### config.mk
export PLATFORM = sky130hd
export DESIGN_NAME = feathered_overlap_blend_core
export DESIGN_NICKNAME = d
export VERILOG_FILES = /design/src/rtl/fob_pkg.sv /design/src/rtl/fob_queue.sv /design/src/rtl/fob_front.sv /design/src/rtl/fob_back.sv /design/src/rtl/feathered_overlap_blend_core.sv
export SDC_FILE = /design/constraint.sdc
export NUM_CORES = 2
export LEC_CHECK = 0
export BUFFER_PORTS_ARGS = -buffer_cell sky130_fd_sc_hd__buf_2
export CAP_MARGIN = 20
export CORE_AREA = 2 2 294 296
export CTS_BUF_LIST = sky130_fd_sc_hd__clkbuf_2
export DETAILED_ROUTE_END_ITERATION = 7
export DIE_AREA = 0 0 296 298
export PLACE_DENSITY = 0.81
export SLEW_MARGIN = 10
export SYNTH_ARGS = -nofsm -noshare
export SYNTH_HDL_FRONTEND = slang
export SYNTH_SLANG_ARGS = --single-unit
### constraint.sdc
create_clock -name clk -period 13.33 [get_ports clk]
set_input_delay 0.6665 -clock clk [delete_from_list [all_inputs] [get_ports clk]]
set_output_delay 0.6665 -clock clk [all_outputs]
set_load 0.05 [all_outputs]
### src/rtl/fob_pkg.sv
// Shared types and constants for the feathered overlap blend core.
`timescale 1ns / 1ps
`default_nettype none
package fob_pkg;

  localparam int DIM_W      = 13;
  localparam int OFS_W      = 12;
  localparam int CFG_IDX_W  = 3;
  localparam int CFG_DATA_W = 13;

  localparam logic [CFG_IDX_W-1:0] REG_IMAGE_WIDTH   = 3'd0;
  localparam logic [CFG_IDX_W-1:0] REG_IMAGE_HEIGHT  = 3'd1;
  localparam logic [CFG_IDX_W-1:0] REG_OVERLAP_WIDTH = 3'd2;
  localparam logic [CFG_IDX_W-1:0] REG_OFFSET_X      = 3'd3;
  localparam logic [CFG_IDX_W-1:0] REG_OFFSET_Y      = 3'd4;
  localparam logic [CFG_IDX_W-1:0] REG_REF_WIDTH     = 3'd5;
  localparam logic [CFG_IDX_W-1:0] REG_REF_HEIGHT    = 3'd6;

  // Pixel classes decided by the front end
  localparam logic [1:0] CLS_PASS    = 2'd0;
  localparam logic [1:0] CLS_SUM     = 2'd1;
  localparam logic [1:0] CLS_REF     = 2'd2;
  localparam logic [1:0] CLS_FEATHER = 2'd3;

  typedef struct packed {
    logic [7:0] base_red;
    logic [7:0] base_green;
    logic [7:0] base_blue;
    logic [7:0] ref_red;
    logic [7:0] ref_green;
    logic [7:0] ref_blue;
  } pixel_in_t;

  typedef struct packed {
    logic [7:0] out_red;
    logic [7:0] out_green;
    logic [7:0] out_blue;
    logic       frame_end;
  } pixel_out_t;

  typedef struct packed {
    logic [DIM_W-1:0] image_width;
    logic [DIM_W-1:0] image_height;
    logic [DIM_W-1:0] overlap_width;
    logic [OFS_W-1:0] offset_x;
    logic [OFS_W-1:0] offset_y;
    logic [DIM_W-1:0] ref_width;
    logic [DIM_W-1:0] ref_height;
  } cfg_t;

  typedef struct packed {
    logic [1:0]       cls;
    logic [DIM_W-1:0] x;
    logic [DIM_W-1:0] w;
    pixel_in_t        pix;
    logic             frame_end;
  } job_t;

endpackage
`default_nettype wire

### src/rtl/fob_queue.sv
// Two-entry job queue between the front end and the blend engine.
`timescale 1ns / 1ps
`default_nettype none
module fob_queue (
  input  wire logic        clk,
  input  wire logic        rst,
  input  wire logic        push,
  input  wire fob_pkg::job_t wdata,
  output logic             full,
  input  wire logic        pop,
  output fob_pkg::job_t    rdata,
  output logic             empty
);

  fob_pkg::job_t mem [2];
  logic       wr_ptr;
  logic       rd_ptr;
  logic [1:0] count;
  logic       do_push;
  logic       do_pop;

  assign full    = (count == 2'd2);
  assign empty   = (count == 2'd0);
  assign do_push = push && !full;
  assign do_pop  = pop && !empty;
  assign rdata   = mem[rd_ptr];

  always_ff @(posedge clk) begin
    if (do_push) begin
      mem[wr_ptr] <= wdata;
    end
  end

  always_ff @(posedge clk) begin
    if (rst) begin
      wr_ptr <= 1'b0;
      rd_ptr <= 1'b0;
      count  <= 2'd0;
    end else begin
      if (do_push) begin
        wr_ptr <= ~wr_ptr;
      end
      if (do_pop) begin
        rd_ptr <= ~rd_ptr;
      end
      case ({do_push, do_pop})
        2'b10:   count <= count + 2'd1;
        2'b01:   count <= count - 2'd1;
        default: count <= count;
      endcase
    end
  end

endmodule
`default_nettype wire

### src/rtl/fob_front.sv
// Front end: raster position counters and per-pixel classification.
`timescale 1ns / 1ps
`default_nettype none
module fob_front #(
  parameter int MAX_DIM = 4096
) (
  input  wire logic              clk,
  input  wire logic              rst,
  input  wire fob_pkg::cfg_t     cfg,
  input  wire logic              push,
  input  wire fob_pkg::pixel_in_t din,
  input  wire logic              q_full,
  output logic                   q_push,
  output fob_pkg::job_t          q_job
);

  localparam int CW = $clog2(MAX_DIM);
  localparam int EW = ((CW > fob_pkg::DIM_W) ? CW : fob_pkg::DIM_W) + 2;

  logic [CW-1:0] column_count;
  logic [CW-1:0] row_count;
  logic [EW-1:0] effw;
  logic [EW-1:0] effh;
  logic [EW-1:0] dx;
  logic [EW-1:0] dy;
  logic          last_col;
  logic          last_row;
  logic          in_rect;
  logic          strip;
  logic          black;

  always_comb begin
    if (cfg.image_width == '0) begin
      effw = EW'(1);
    end else if (EW'(cfg.image_width) > EW'(MAX_DIM)) begin
      effw = EW'(MAX_DIM);
    end else begin
      effw = EW'(cfg.image_width);
    end
    if (cfg.image_height == '0) begin
      effh = EW'(1);
    end else if (EW'(cfg.image_height) > EW'(MAX_DIM)) begin
      effh = EW'(MAX_DIM);
    end else begin
      effh = EW'(cfg.image_height);
    end
  end

  assign last_col = (EW'(column_count) + EW'(1)) >= effw;
  assign last_row = (EW'(row_count) + EW'(1)) >= effh;

  assign dx = EW'(column_count) - EW'(cfg.offset_x);
  assign dy = EW'(row_count) - EW'(cfg.offset_y);

  assign in_rect = (EW'(column_count) >= EW'(cfg.offset_x)) && (dx < EW'(cfg.ref_width)) &&
                   (EW'(row_count) >= EW'(cfg.offset_y)) && (dy < EW'(cfg.ref_height));
  assign strip  = dx < EW'(cfg.overlap_width);
  assign black  = (din.base_red == 8'd0) && (din.base_green == 8'd0) &&
                  (din.base_blue == 8'd0);

  assign q_push = push && !q_full;

  always_comb begin
    q_job.x         = dx[fob_pkg::DIM_W-1:0];
    q_job.w         = cfg.overlap_width;
    q_job.pix       = din;
    q_job.frame_end = last_col && last_row;
    if (!in_rect) begin
      q_job.cls = fob_pkg::CLS_PASS;
    end else if (strip && black) begin
      q_job.cls = fob_pkg::CLS_REF;
    end else if (strip) begin
      q_job.cls = fob_pkg::CLS_FEATHER;
    end else begin
      q_job.cls = fob_pkg::CLS_SUM;
    end
  end

  always_ff @(posedge clk) begin
    if (rst) begin
      column_count <= '0;
      row_count    <= '0;
    end else if (q_push) begin
      if (last_col) begin
        column_count <= '0;
        row_count    <= last_row ? '0 : row_count + CW'(1);
      end else begin
        column_count <= column_count + CW'(1);
      end
    end
  end

endmodule
`default_nettype wire

### src/rtl/fob_back.sv
// Blend engine: bit-serial weight divider, weighting multipliers, result register.
`timescale 1ns / 1ps
`default_nettype none
module fob_back #(
  parameter int WEIGHT_FRAC_BITS = 16
) (
  input  wire logic           clk,
  input  wire logic           rst,
  input  wire logic           q_empty,
  input  wire fob_pkg::job_t  q_job,
  output logic                q_pop,
  input  wire logic           pop,
  output logic                empty,
  output fob_pkg::pixel_out_t dout
);

  localparam int F    = WEIGHT_FRAC_BITS;
  localparam int QW   = F + 1;
  localparam int NW   = F + fob_pkg::DIM_W + 1;
  localparam int RW   = fob_pkg::DIM_W + 1;
  localparam int CNTW = $clog2(NW + 1);
  localparam int PW   = F + 9;
  localparam logic [PW-1:0] ROUND = {{(PW - F){1'b0}}, 1'b1, {(F - 1){1'b0}}};

  localparam logic [1:0] S_IDLE = 2'd0;
  localparam logic [1:0] S_DIV  = 2'd1;
  localparam logic [1:0] S_MUL  = 2'd2;
  localparam logic [1:0] S_DONE = 2'd3;

  logic [1:0]          state;
  fob_pkg::job_t       job;
  logic [NW-1:0]       num_b;
  logic [NW-1:0]       num_r;
  logic [RW-1:0]       rem_b;
  logic [RW-1:0]       rem_r;
  logic [QW-1:0]       quo_b;
  logic [QW-1:0]       quo_r;
  logic [CNTW-1:0]     cnt;
  logic [PW-1:0]       prod_b [3];
  logic [PW-1:0]       prod_r [3];
  logic                out_valid;
  fob_pkg::pixel_out_t out_data;
  fob_pkg::pixel_out_t result;

  logic [RW-1:0]       sh_b;
  logic [RW-1:0]       sh_r;
  logic                ge_b;
  logic                ge_r;
  logic                load;
  logic [7:0]          base_ch [3];
  logic [7:0]          ref_ch [3];
  logic [7:0]          res_ch [3];
  logic [fob_pkg::DIM_W-1:0] w_minus_x;

  function automatic logic [7:0] sat8(input logic [9:0] v);
    logic [7:0] r;
    r = (v > 10'd255) ? 8'hFF : v[7:0];
    return r;
  endfunction

  assign q_pop = (state == S_IDLE) && !q_empty;
  assign empty = !out_valid;
  assign dout  = out_data;
  assign load  = (state == S_DONE) && (!out_valid || pop);

  assign w_minus_x = q_job.w - q_job.x;

  assign sh_b = {rem_b[RW-2:0], num_b[NW-1]};
  assign sh_r = {rem_r[RW-2:0], num_r[NW-1]};
  assign ge_b = sh_b >= RW'(job.w);
  assign ge_r = sh_r >= RW'(job.w);

  assign base_ch[0] = job.pix.base_red;
  assign base_ch[1] = job.pix.base_green;
  assign base_ch[2] = job.pix.base_blue;
  assign ref_ch[0]  = job.pix.ref_red;
  assign ref_ch[1]  = job.pix.ref_green;
  assign ref_ch[2]  = job.pix.ref_blue;

  always_comb begin
    for (int i = 0; i < 3; i++) begin
      case (job.cls)
        fob_pkg::CLS_PASS:    res_ch[i] = base_ch[i];
        fob_pkg::CLS_REF:     res_ch[i] = ref_ch[i];
        fob_pkg::CLS_SUM:     res_ch[i] = sat8(10'(base_ch[i]) + 10'(ref_ch[i]));
        fob_pkg::CLS_FEATHER: res_ch[i] = sat8(10'(sat8(10'(prod_b[i][PW-1:F]))) +
                                               10'(prod_r[i][PW-1:F]));
        default:              res_ch[i] = base_ch[i];
      endcase
    end
    result.out_red   = res_ch[0];
    result.out_green = res_ch[1];
    result.out_blue  = res_ch[2];
    result.frame_end = job.frame_end;
  end

  always_ff @(posedge clk) begin
    case (state)
      S_IDLE: begin
        if (!q_empty) begin
          job   <= q_job;
          num_b <= (NW'(w_minus_x) << F) + NW'(q_job.w >> 1);
          num_r <= (NW'(q_job.x) << F) + NW'(q_job.w >> 1);
          rem_b <= '0;
          rem_r <= '0;
          quo_b <= '0;
          quo_r <= '0;
          cnt   <= CNTW'(NW);
        end
      end
      S_DIV: begin
        num_b <= num_b << 1;
        num_r <= num_r << 1;
        rem_b <= ge_b ? sh_b - RW'(job.w) : sh_b;
        rem_r <= ge_r ? sh_r - RW'(job.w) : sh_r;
        quo_b <= {quo_b[QW-2:0], ge_b};
        quo_r <= {quo_r[QW-2:0], ge_r};
        cnt   <= cnt - CNTW'(1);
      end
      S_MUL: begin
        for (int i = 0; i < 3; i++) begin
          prod_b[i] <= PW'(base_ch[i]) * PW'(quo_b) + ROUND;
          prod_r[i] <= PW'(ref_ch[i]) * PW'(quo_r) + ROUND;
        end
      end
      default: begin
      end
    endcase
    if (load) begin
      out_data <= result;
    end
  end

  always_ff @(posedge clk) begin
    if (rst) begin
      state     <= S_IDLE;
      out_valid <= 1'b0;
    end else begin
      case (state)
        S_IDLE: begin
          if (!q_empty) begin
            state <= (q_job.cls == fob_pkg::CLS_FEATHER) ? S_DIV : S_DONE;
          end
        end
        S_DIV: begin
          if (cnt == CNTW'(1)) begin
            state <= S_MUL;
          end
        end
        S_MUL: begin
          state <= S_DONE;
        end
        S_DONE: begin
          if (load) begin
            state <= S_IDLE;
          end
        end
        default: begin
          state <= S_IDLE;
        end
      endcase
      if (load) begin
        out_valid <= 1'b1;
      end else if (pop) begin
        out_valid <= 1'b0;
      end
    end
  end

endmodule
`default_nettype wire

### src/rtl/feathered_overlap_blend_core.sv
// Top level: configuration registers, front end, job queue and blend engine.
//
//   channel   direction  handshake          payload
//   pixels    in         push / full        din  (fob_pkg::pixel_in_t)
//   results   out        pop / empty        dout (fob_pkg::pixel_out_t)
//   config    in         cfg_valid / ready  cfg_index, cfg_data
//
// A pixel outside the reference rectangle or the feather strip, or with a black base,
// skips the divider in the blend engine; a feathered pixel passes through the bit-serial
// divider that forms both weights, then through the weighting multipliers.
// The front end classifies at input rate into a two-entry queue; a waiting
// result does not stop the engine until its next result is ready.
// rst clears counters, queue, engine and the registers to their defaults.
`timescale 1ns / 1ps
`default_nettype none
module feathered_overlap_blend_core #(
  parameter int MAX_DIM          = 4096,
  parameter int WEIGHT_FRAC_BITS = 16
) (
  input  wire logic                              clk,
  input  wire logic                              rst,
  input  wire logic                              push,
  output logic                                   full,
  input  wire fob_pkg::pixel_in_t                din,
  input  wire logic                              pop,
  output logic                                   empty,
  output fob_pkg::pixel_out_t                    dout,
  input  wire logic                              cfg_valid,
  output logic                                   cfg_ready,
  input  wire logic [fob_pkg::CFG_IDX_W-1:0]     cfg_index,
  input  wire logic [fob_pkg::CFG_DATA_W-1:0]    cfg_data
);

  fob_pkg::cfg_t cfg;
  fob_pkg::job_t f_job;
  fob_pkg::job_t q_job;
  logic          f_push;
  logic          q_full;
  logic          q_empty;
  logic          q_pop;

  assign cfg_ready = 1'b1;
  assign full      = q_full;

  always_ff @(posedge clk) begin
    if (rst) begin
      cfg.image_width   <= 13'd640;
      cfg.image_height  <= 13'd480;
      cfg.overlap_width <= 13'd1;
      cfg.offset_x      <= 12'd0;
      cfg.offset_y      <= 12'd0;
      cfg.ref_width     <= 13'd1;
      cfg.ref_height    <= 13'd1;
    end else if (cfg_valid && cfg_ready) begin
      case (cfg_index)
        fob_pkg::REG_IMAGE_WIDTH:   cfg.image_width   <= cfg_data;
        fob_pkg::REG_IMAGE_HEIGHT:  cfg.image_height  <= cfg_data;
        fob_pkg::REG_OVERLAP_WIDTH: cfg.overlap_width <= cfg_data;
        fob_pkg::REG_OFFSET_X:      cfg.offset_x      <= cfg_data[fob_pkg::OFS_W-1:0];
        fob_pkg::REG_OFFSET_Y:      cfg.offset_y      <= cfg_data[fob_pkg::OFS_W-1:0];
        fob_pkg::REG_REF_WIDTH:     cfg.ref_width     <= cfg_data;
        fob_pkg::REG_REF_HEIGHT:    cfg.ref_height    <= cfg_data;
        default: begin
        end
      endcase
    end
  end

  fob_front #(
    .MAX_DIM (MAX_DIM)
  ) u_front (
    .clk    (clk),
    .rst    (rst),
    .cfg    (cfg),
    .push   (push),
    .din    (din),
    .q_full (q_full),
    .q_push (f_push),
    .q_job  (f_job)
  );

  fob_queue u_queue (
    .clk   (clk),
    .rst   (rst),
    .push  (f_push),
    .wdata (f_job),
    .full  (q_full),
    .pop   (q_pop),
    .rdata (q_job),
    .empty (q_empty)
  );

  fob_back #(
    .WEIGHT_FRAC_BITS (WEIGHT_FRAC_BITS)
  ) u_back (
    .clk     (clk),
    .rst     (rst),
    .q_empty (q_empty),
    .q_job   (q_job),
    .q_pop   (q_pop),
    .pop     (pop),
    .empty   (empty),
    .dout    (dout)
  );

endmodule
`default_nettype wire
After elaboration in Yosys (flattened, before gate mapping)
Memories as Yosys holds them, arrays and structs flattened. A register that Yosys moved wholly into a read port is not among the register bits. Index checks and enable logic that the tools add are counted.

Bits in registers: 334. Memory bits (writable): 304. Input port bits: 69. Output and inout bits: 28. Word-level logic and storage cells: 200. Memories: 3.

Add/sub/neg operators: 26. $mul: 6. Magnitude comparators: 20. Equality and inequality tests: 20. Multiplexer cells: 49. Bitwise logic cells: 3. Reductions and logical operators: 39.

Memory list: u_queue.mem (depth 2, width 77, rd ports 1, clocked after memory_dff 1, write ports 1, RTL line fob_queue.sv:15) `fob_pkg::job_t mem [2];`; u_back.prod_b (depth 3, width 25, rd ports 3, clocked after memory_dff 0, write ports 3, RTL line fob_back.sv:39) `logic [PW-1:0] prod_b [3];`; u_back.prod_r (depth 3, width 25, rd ports 3, clocked after memory_dff 0, write ports 3, RTL line fob_back.sv:40) `logic [PW-1:0] prod_r [3];`.

Operators with widths (number): adder 25 x 16 -> 25 bit (second input constant) (6); multiplier 8 x 17 -> 25 bit (6); one-hot mux 30 bit (2 select lines) (2); one-hot mux 8 bit (4 select lines) (3); two-way mux 8 bit (9); one-hot mux 17 bit (2 select lines) (2); two-way mux 13 bit (5); adder 29 x 12 -> 30 bit (2); greater-than comparator 10 x 8 -> 1 bit (second input constant) (6); two-way mux 30 bit (2); one-hot mux 13 bit (2 select lines) (2); less-than comparator 15 x 13 -> 1 bit (3); subtractor 13 bit (3); adder 8 x 9 -> 10 bit (3); greater-or-equal comparator 15 bit (2); two-way mux 15 bit (2); greater-or-equal comparator 14 x 13 -> 1 bit (2); adder 8 x 8 -> 9 bit (3); greater-than comparator 9 x 8 -> 1 bit (second input constant) (3); adder 12 x 1 -> 13 bit (second input constant) (2); greater-than comparator 13 bit (second input constant) (2); logical NOT 13 bit (2); subtractor 12 x 12 -> 13 bit (2); adder 12 x 1 -> 12 bit (second input constant) (2); other kinds (30) (87).

Logic depth before layout (Yosys ltp)
An unclocked memory read counts as a cell.

Depth after elaboration: 7. Mapped depth: 20.

Modules after synthesis
A second synthesis with hierarchy kept.

Cell total of the unflattened synthesis: 5082. Area, all modules: 51499.4 um^2.

Modules (own cells, without submodules): fob_back (times used 1, cells an instance 3851, area an instance 37506.0 um^2, seq. area each 7627.3 um^2); fob_queue (times used 1, cells an instance 266, area an instance 5779.3 um^2, seq. area each 4724.5 um^2); fob_front (times used 1, cells an instance 643, area an instance 4670.7 um^2, seq. area each 480.5 um^2); feathered_overlap_blend_core (times used 1, cells an instance 322, area an instance 3543.4 um^2, seq. area each 1781.7 um^2).

Least setup slack after synthesis
No wires, ideal clock.

Kind: register to register. From: reg u_back.state[1]. To: reg u_back.cnt[0], enable pin. Setup time: 0.613 ns. Data arrival time: 6.196 ns. Required time: 12.717 ns. Slack: 6.520 ns. Cell stages (with the launch flop): 6. Clock period less this slack: 6.810 ns. Cell sequence: dfxtp_1 inv_1 ha_1 clkbuf_1 nor2_1 a21oi_1.

Cells in the longest elaborated chain, start to end: 3.

Ends and longest elaborated chain: start, declared (RTL line fob_back.sv:30) `logic [1:0] state;`; start signal, assigned (RTL line fob_back.sv:142) `state <= (q_job.cls == fob_pkg::CLS_FEATHER) ? S_DIV : S_DONE;`; logical NOT 2 bit / equality test 2 x 1 -> 1 bit (equally long branches) (RTL line fob_back.sv:98) `case (state)`; inequality test 2 bit (no source line) / nonzero test 2 bit (equally long branches); AND reduction 2 bit (no source line) (*); end signal, assigned (RTL line fob_back.sv:108) `cnt <= CNTW'(NW);`; end signal, assigned (RTL line fob_back.sv:118) `cnt <= cnt - CNTW'(1);`; end, declared (RTL line fob_back.sv:38) `logic [CNTW-1:0] cnt;`.

Every way passes the cells marked *; elsewhere a longest branch is shown, timed or not. A chain may end at the register's enable or synchronous reset.

==> implementation parameters <==
Parameter                              Value

Clock network
  H-tree depth    4
  Clock slew at the register clock pins of the worst setup and hold paths    90 ps
  Largest buffer count on any clock path    3
  Clock tree from TritonCTS    yes
  Number of sinks handled by clock tree synthesis    527
  Clk Tree Root Cell    sky130_fd_sc_hd__clkbuf_2
  Worst-skew pair later-pin latency    1420 ps
  Number of buffers created by CTS    138

Timing
  Worst hold margin    181 ps
  Setup TNS    0 ps
  Skew final    101 ps
  Measured slew at the worst slew-check pin    1080 ps
  Relative slew margins    26.7%
  Shortest clock period the worst path allows after layout    5910 ps
  Setup repair after global routing missed its margin    no
  Fin. max-slew vios    0
  Number of hold violations in the final report    0
  Maximum clock rate    0.169 GHz
  Final worst path period share    44.3%
  Setup-violating endpoint count in the final report    0

Floorplan
  Num rows    107
  Starting density of the core    59.6%
  Die boundary width    296 um
  Die outline area    88200 sq um
  # IOs    97
  Vertical extent of the die    298 um
  Core area    84900 sq um

Global routing
  Sum of overflow across all layers after global routing    0
  Maximum number of pins on one net before global-route repair    76
  Global-route wire length before repair    195 mm
  Vias in the first global route    38800
  Global Route Usage Sum    27.8%
  Antenna violations before repair    12

Synth
  Post-synthesis cell area    50500 sq um
  Yosys top cell area share    24.1%
  Synthesized area per cell    9.86 sq um
  Share of synthesized area occupied by flip-flops and latches    28.9%
  Top FF cell, synth    sky130_fd_sc_hd__edfxtp_1
  Number of warnings printed during yosys synthesis    0
  Number of nets produced by synthesis    6256
  Instance count of the mapped netlist    5124
  Count of cell types in the netlist    81
  Cell type contributing the most total cell area after synthesis    sky130_fd_sc_hd__edfxtp_1
  Number of enable flip-flop cells after synthesis    406
  Seq cells post-synth    527
  Cell types with the largest area share after synthesis    sky130_fd_sc_hd__edfxtp_1 24%, sky130_fd_sc_hd__fa_1 22%, sky130_fd_sc_hd__ha_1 13%
  Fraction of registers with async set/reset    0%

Drt
  Total wirelength of the detailed-routed design    119 mm
  Length of the first detailed-routing pass in iterations    8
  DRC viols    0
  Via density per instance    5.65
  Average wire per standard cell    18.0 um
  Routed vias    37100
  Remaining antenna violation count    0
  Initial drt markers    2663

Place
  Total placed instance area    51900 sq um
  Placed cell count    6195
  Routability-driven placement congestion ratio    0.902
  Placed wire-length estimate after detailed placement    84.1 mm
  Input/output buffers    95

Finish
  Number of standard cells in the layout, taps in and fillers out    6579
  Net total in the final layout    6458
  Growth of design area from synthesis to finish    7.97%
  Fraction of final layout cells with drive strength greater than 1    8.75%
  Filler cell count    6670
  Final Instance Area    54600 sq um

Setup path
  Nature of the critical path startpoint    flop
  Worst EP required    14490 ps
  Max stage delay on crit path    720 ps
  Endpoint kind of the worst setup timing path    flop
  Most prevalent standard cell on the critical path    sky130_fd_sc_hd__fa_1
  Cell family contributing the most delay on the critical path    adder cells
  Buffers and inverters on the worst path    2
  Worst Setup Path Type    flop to flop
  Slack of the worst reg-to-reg path    7420 ps
  Crit path arrival time    7070 ps
  Maximum net fanout on the critical path    25
  Highest-delay cell along the critical path    sky130_fd_sc_hd__edfxtp_1
  Cell chain of the critical path    and2_1 -> fa_1 -> inv_1 -> fa_1 -> fa_1 -> fa_1 -> inv_1 -> ha_1 -> a211oi_1 -> nand2_1 -> a2111oi_0 -> o21ai_0 -> nand2_1 -> o21ai_0 -> o31ai_1 -> xnor2_1

Run
  Max-cap violation count    0

Run status
  Outcome    finished, final reports clean

Worst hold path
  Worst hold-check path type    input port to flop
layout by cell type (no fill, tap or decap), types with 26 or more instances in the layout:
| cell type | netlist | layout |
|---|---|---|
| sky130_fd_sc_hd__nand2_1 | 573 | 573 |
| sky130_fd_sc_hd__nor3_1 | 47 | 47 |
| sky130_fd_sc_hd__nand3_1 | 57 | 57 |
| sky130_fd_sc_hd__and3_1 | 32 | 31 |
| sky130_fd_sc_hd__inv_1 | 824 | 824 |
| sky130_fd_sc_hd__buf_2 | 2 | 95 |
| sky130_fd_sc_hd__buf_4 | 2 | 27 |
| sky130_fd_sc_hd__fa_1 | 545 | 545 |
| sky130_fd_sc_hd__a21oi_1 | 253 | 252 |
| sky130_fd_sc_hd__or2_2 | 32 | 32 |
| sky130_fd_sc_hd__xor2_1 | 53 | 53 |
| sky130_fd_sc_hd__edfxtp_1 | 406 | 406 |
| sky130_fd_sc_hd__clkinv_1 | 1 | 28 |
| sky130_fd_sc_hd__ha_1 | 518 | 516 |
| sky130_fd_sc_hd__mux2_2 | 77 | 77 |
| sky130_fd_sc_hd__a211oi_1 | 30 | 30 |
| sky130_fd_sc_hd__dlygate4sd3_1 | 0 | 133 |
| sky130_fd_sc_hd__and2_1 | 601 | 601 |
| sky130_fd_sc_hd__dfxtp_1 | 121 | 120 |
| sky130_fd_sc_hd__a21o_1 | 49 | 49 |
| sky130_fd_sc_hd__clkbuf_2 | 0 | 191 |
| sky130_fd_sc_hd__o21ai_0 | 118 | 118 |
| sky130_fd_sc_hd__xnor2_1 | 95 | 95 |
| sky130_fd_sc_hd__or3_1 | 26 | 26 |
| sky130_fd_sc_hd__nor2_1 | 134 | 133 |
timing repair:
action	in CTS	in global routing
resized for setup	0	0
endpoints found under the hold margin	240	0
buffers inserted	0	0
hold buffers	133	0
flip-flops by register name, indices dropped and copies added, names as in the netlist, 2 cells and up, named ones only:
| register | count |
|---|---|
| u_queue.mem | 154 |
| cfg | 89 |
| u_back.job | 40 |
| u_back.num_r | 30 |
| u_back.prod_b | 27 |
| u_back.prod_r | 27 |
| u_back.dout | 25 |
| u_back.base_ch | 24 |
| u_back.quo_b | 17 |
| u_back.quo_r | 17 |
| u_back.num_b | 14 |
| u_back.rem_b | 13 |
| u_back.rem_r | 13 |
| u_front.column_count | 12 |
| u_front.row_count | 12 |
| u_back.cnt | 5 |
| u_back.state | 2 |
| u_queue.count | 2 |
layout make-up:
type,count,area (sq um),share of cell area [%]
multi-input cells,3577,32100,58.9
well taps,1144,1430,2.62
repair buffers,255,2010,3.68
clock inverters,50,305,0.559
flip-flops and latches,527,14600,26.8
inverters,827,3100,5.69
diodes,8,20.0,0.0367
clock buffers,191,956,1.75
per-layer routing:
metal  up-vias  part of all wire, %  global-route usage, %
met2      1443                   49                   46.7
met4        10                  3.1                   10.3
met3       292                  7.7                   5.22
met5         -                0.056                      0
met1     18200                   40                   35.7
li1      17200                    -                      -
through the flow:
stage / utilization [%] / worst slack [ps]
floorplan: - / 6520
global placement: 61.2 / 7580
detailed placement: 61.2 / 7480
CTS: 64.3 / 7420
global route: 64.3 / 7180
finish: 64.3 / 7420
synth_stat cells (23+ instances only):
master,n
sky130_fd_sc_hd__fa_1,545
sky130_fd_sc_hd__a21oi_1,253
sky130_fd_sc_hd__nor2_1,134
sky130_fd_sc_hd__and3_1,32
sky130_fd_sc_hd__o21ai_0,118
sky130_fd_sc_hd__mux2_2,77
sky130_fd_sc_hd__a211oi_1,30
sky130_fd_sc_hd__nand4_1,23
sky130_fd_sc_hd__nor3_1,47
sky130_fd_sc_hd__and2_1,601
sky130_fd_sc_hd__edfxtp_1,406
sky130_fd_sc_hd__dfxtp_1,121
sky130_fd_sc_hd__inv_1,824
sky130_fd_sc_hd__xnor2_1,95
sky130_fd_sc_hd__xor2_1,53
sky130_fd_sc_hd__or2_2,32
sky130_fd_sc_hd__a21o_1,49
sky130_fd_sc_hd__nand3_1,57
sky130_fd_sc_hd__clkbuf_1,174
sky130_fd_sc_hd__nor2b_1,24
sky130_fd_sc_hd__ha_1,518
sky130_fd_sc_hd__nand2_1,573
sky130_fd_sc_hd__or3_1,26
logic make-up after synthesis:
family | share of synthesized area [%]
buffers and inverters | 7.59
flip-flops | 28.9
adder cells (fa/ha/maj) | 34.4
other | 0.00742
multiplexers | 2.11
AO/OA/AOI/OAI | 7.76
XOR/XNOR | 2.60
AND/OR/NAND/NOR | 16.6
worst paths after layout:
path	cells after the start	start	endpoint
setup / recovery	16	u_back.quo_b[6]	u_back.prod_b[0][49]
hold / removal	2	din[32]	u_queue.mem[0][33]
setup reg to reg	16	u_back.quo_b[6]	u_back.prod_b[0][49]
hold reg to reg	1	u_queue.mem[1][34]	u_back.base_ch[9]
Power is left out: the tool's default activity adds up to more than one toggle a clock period on the data nets, which glitch-free logic cannot reach.
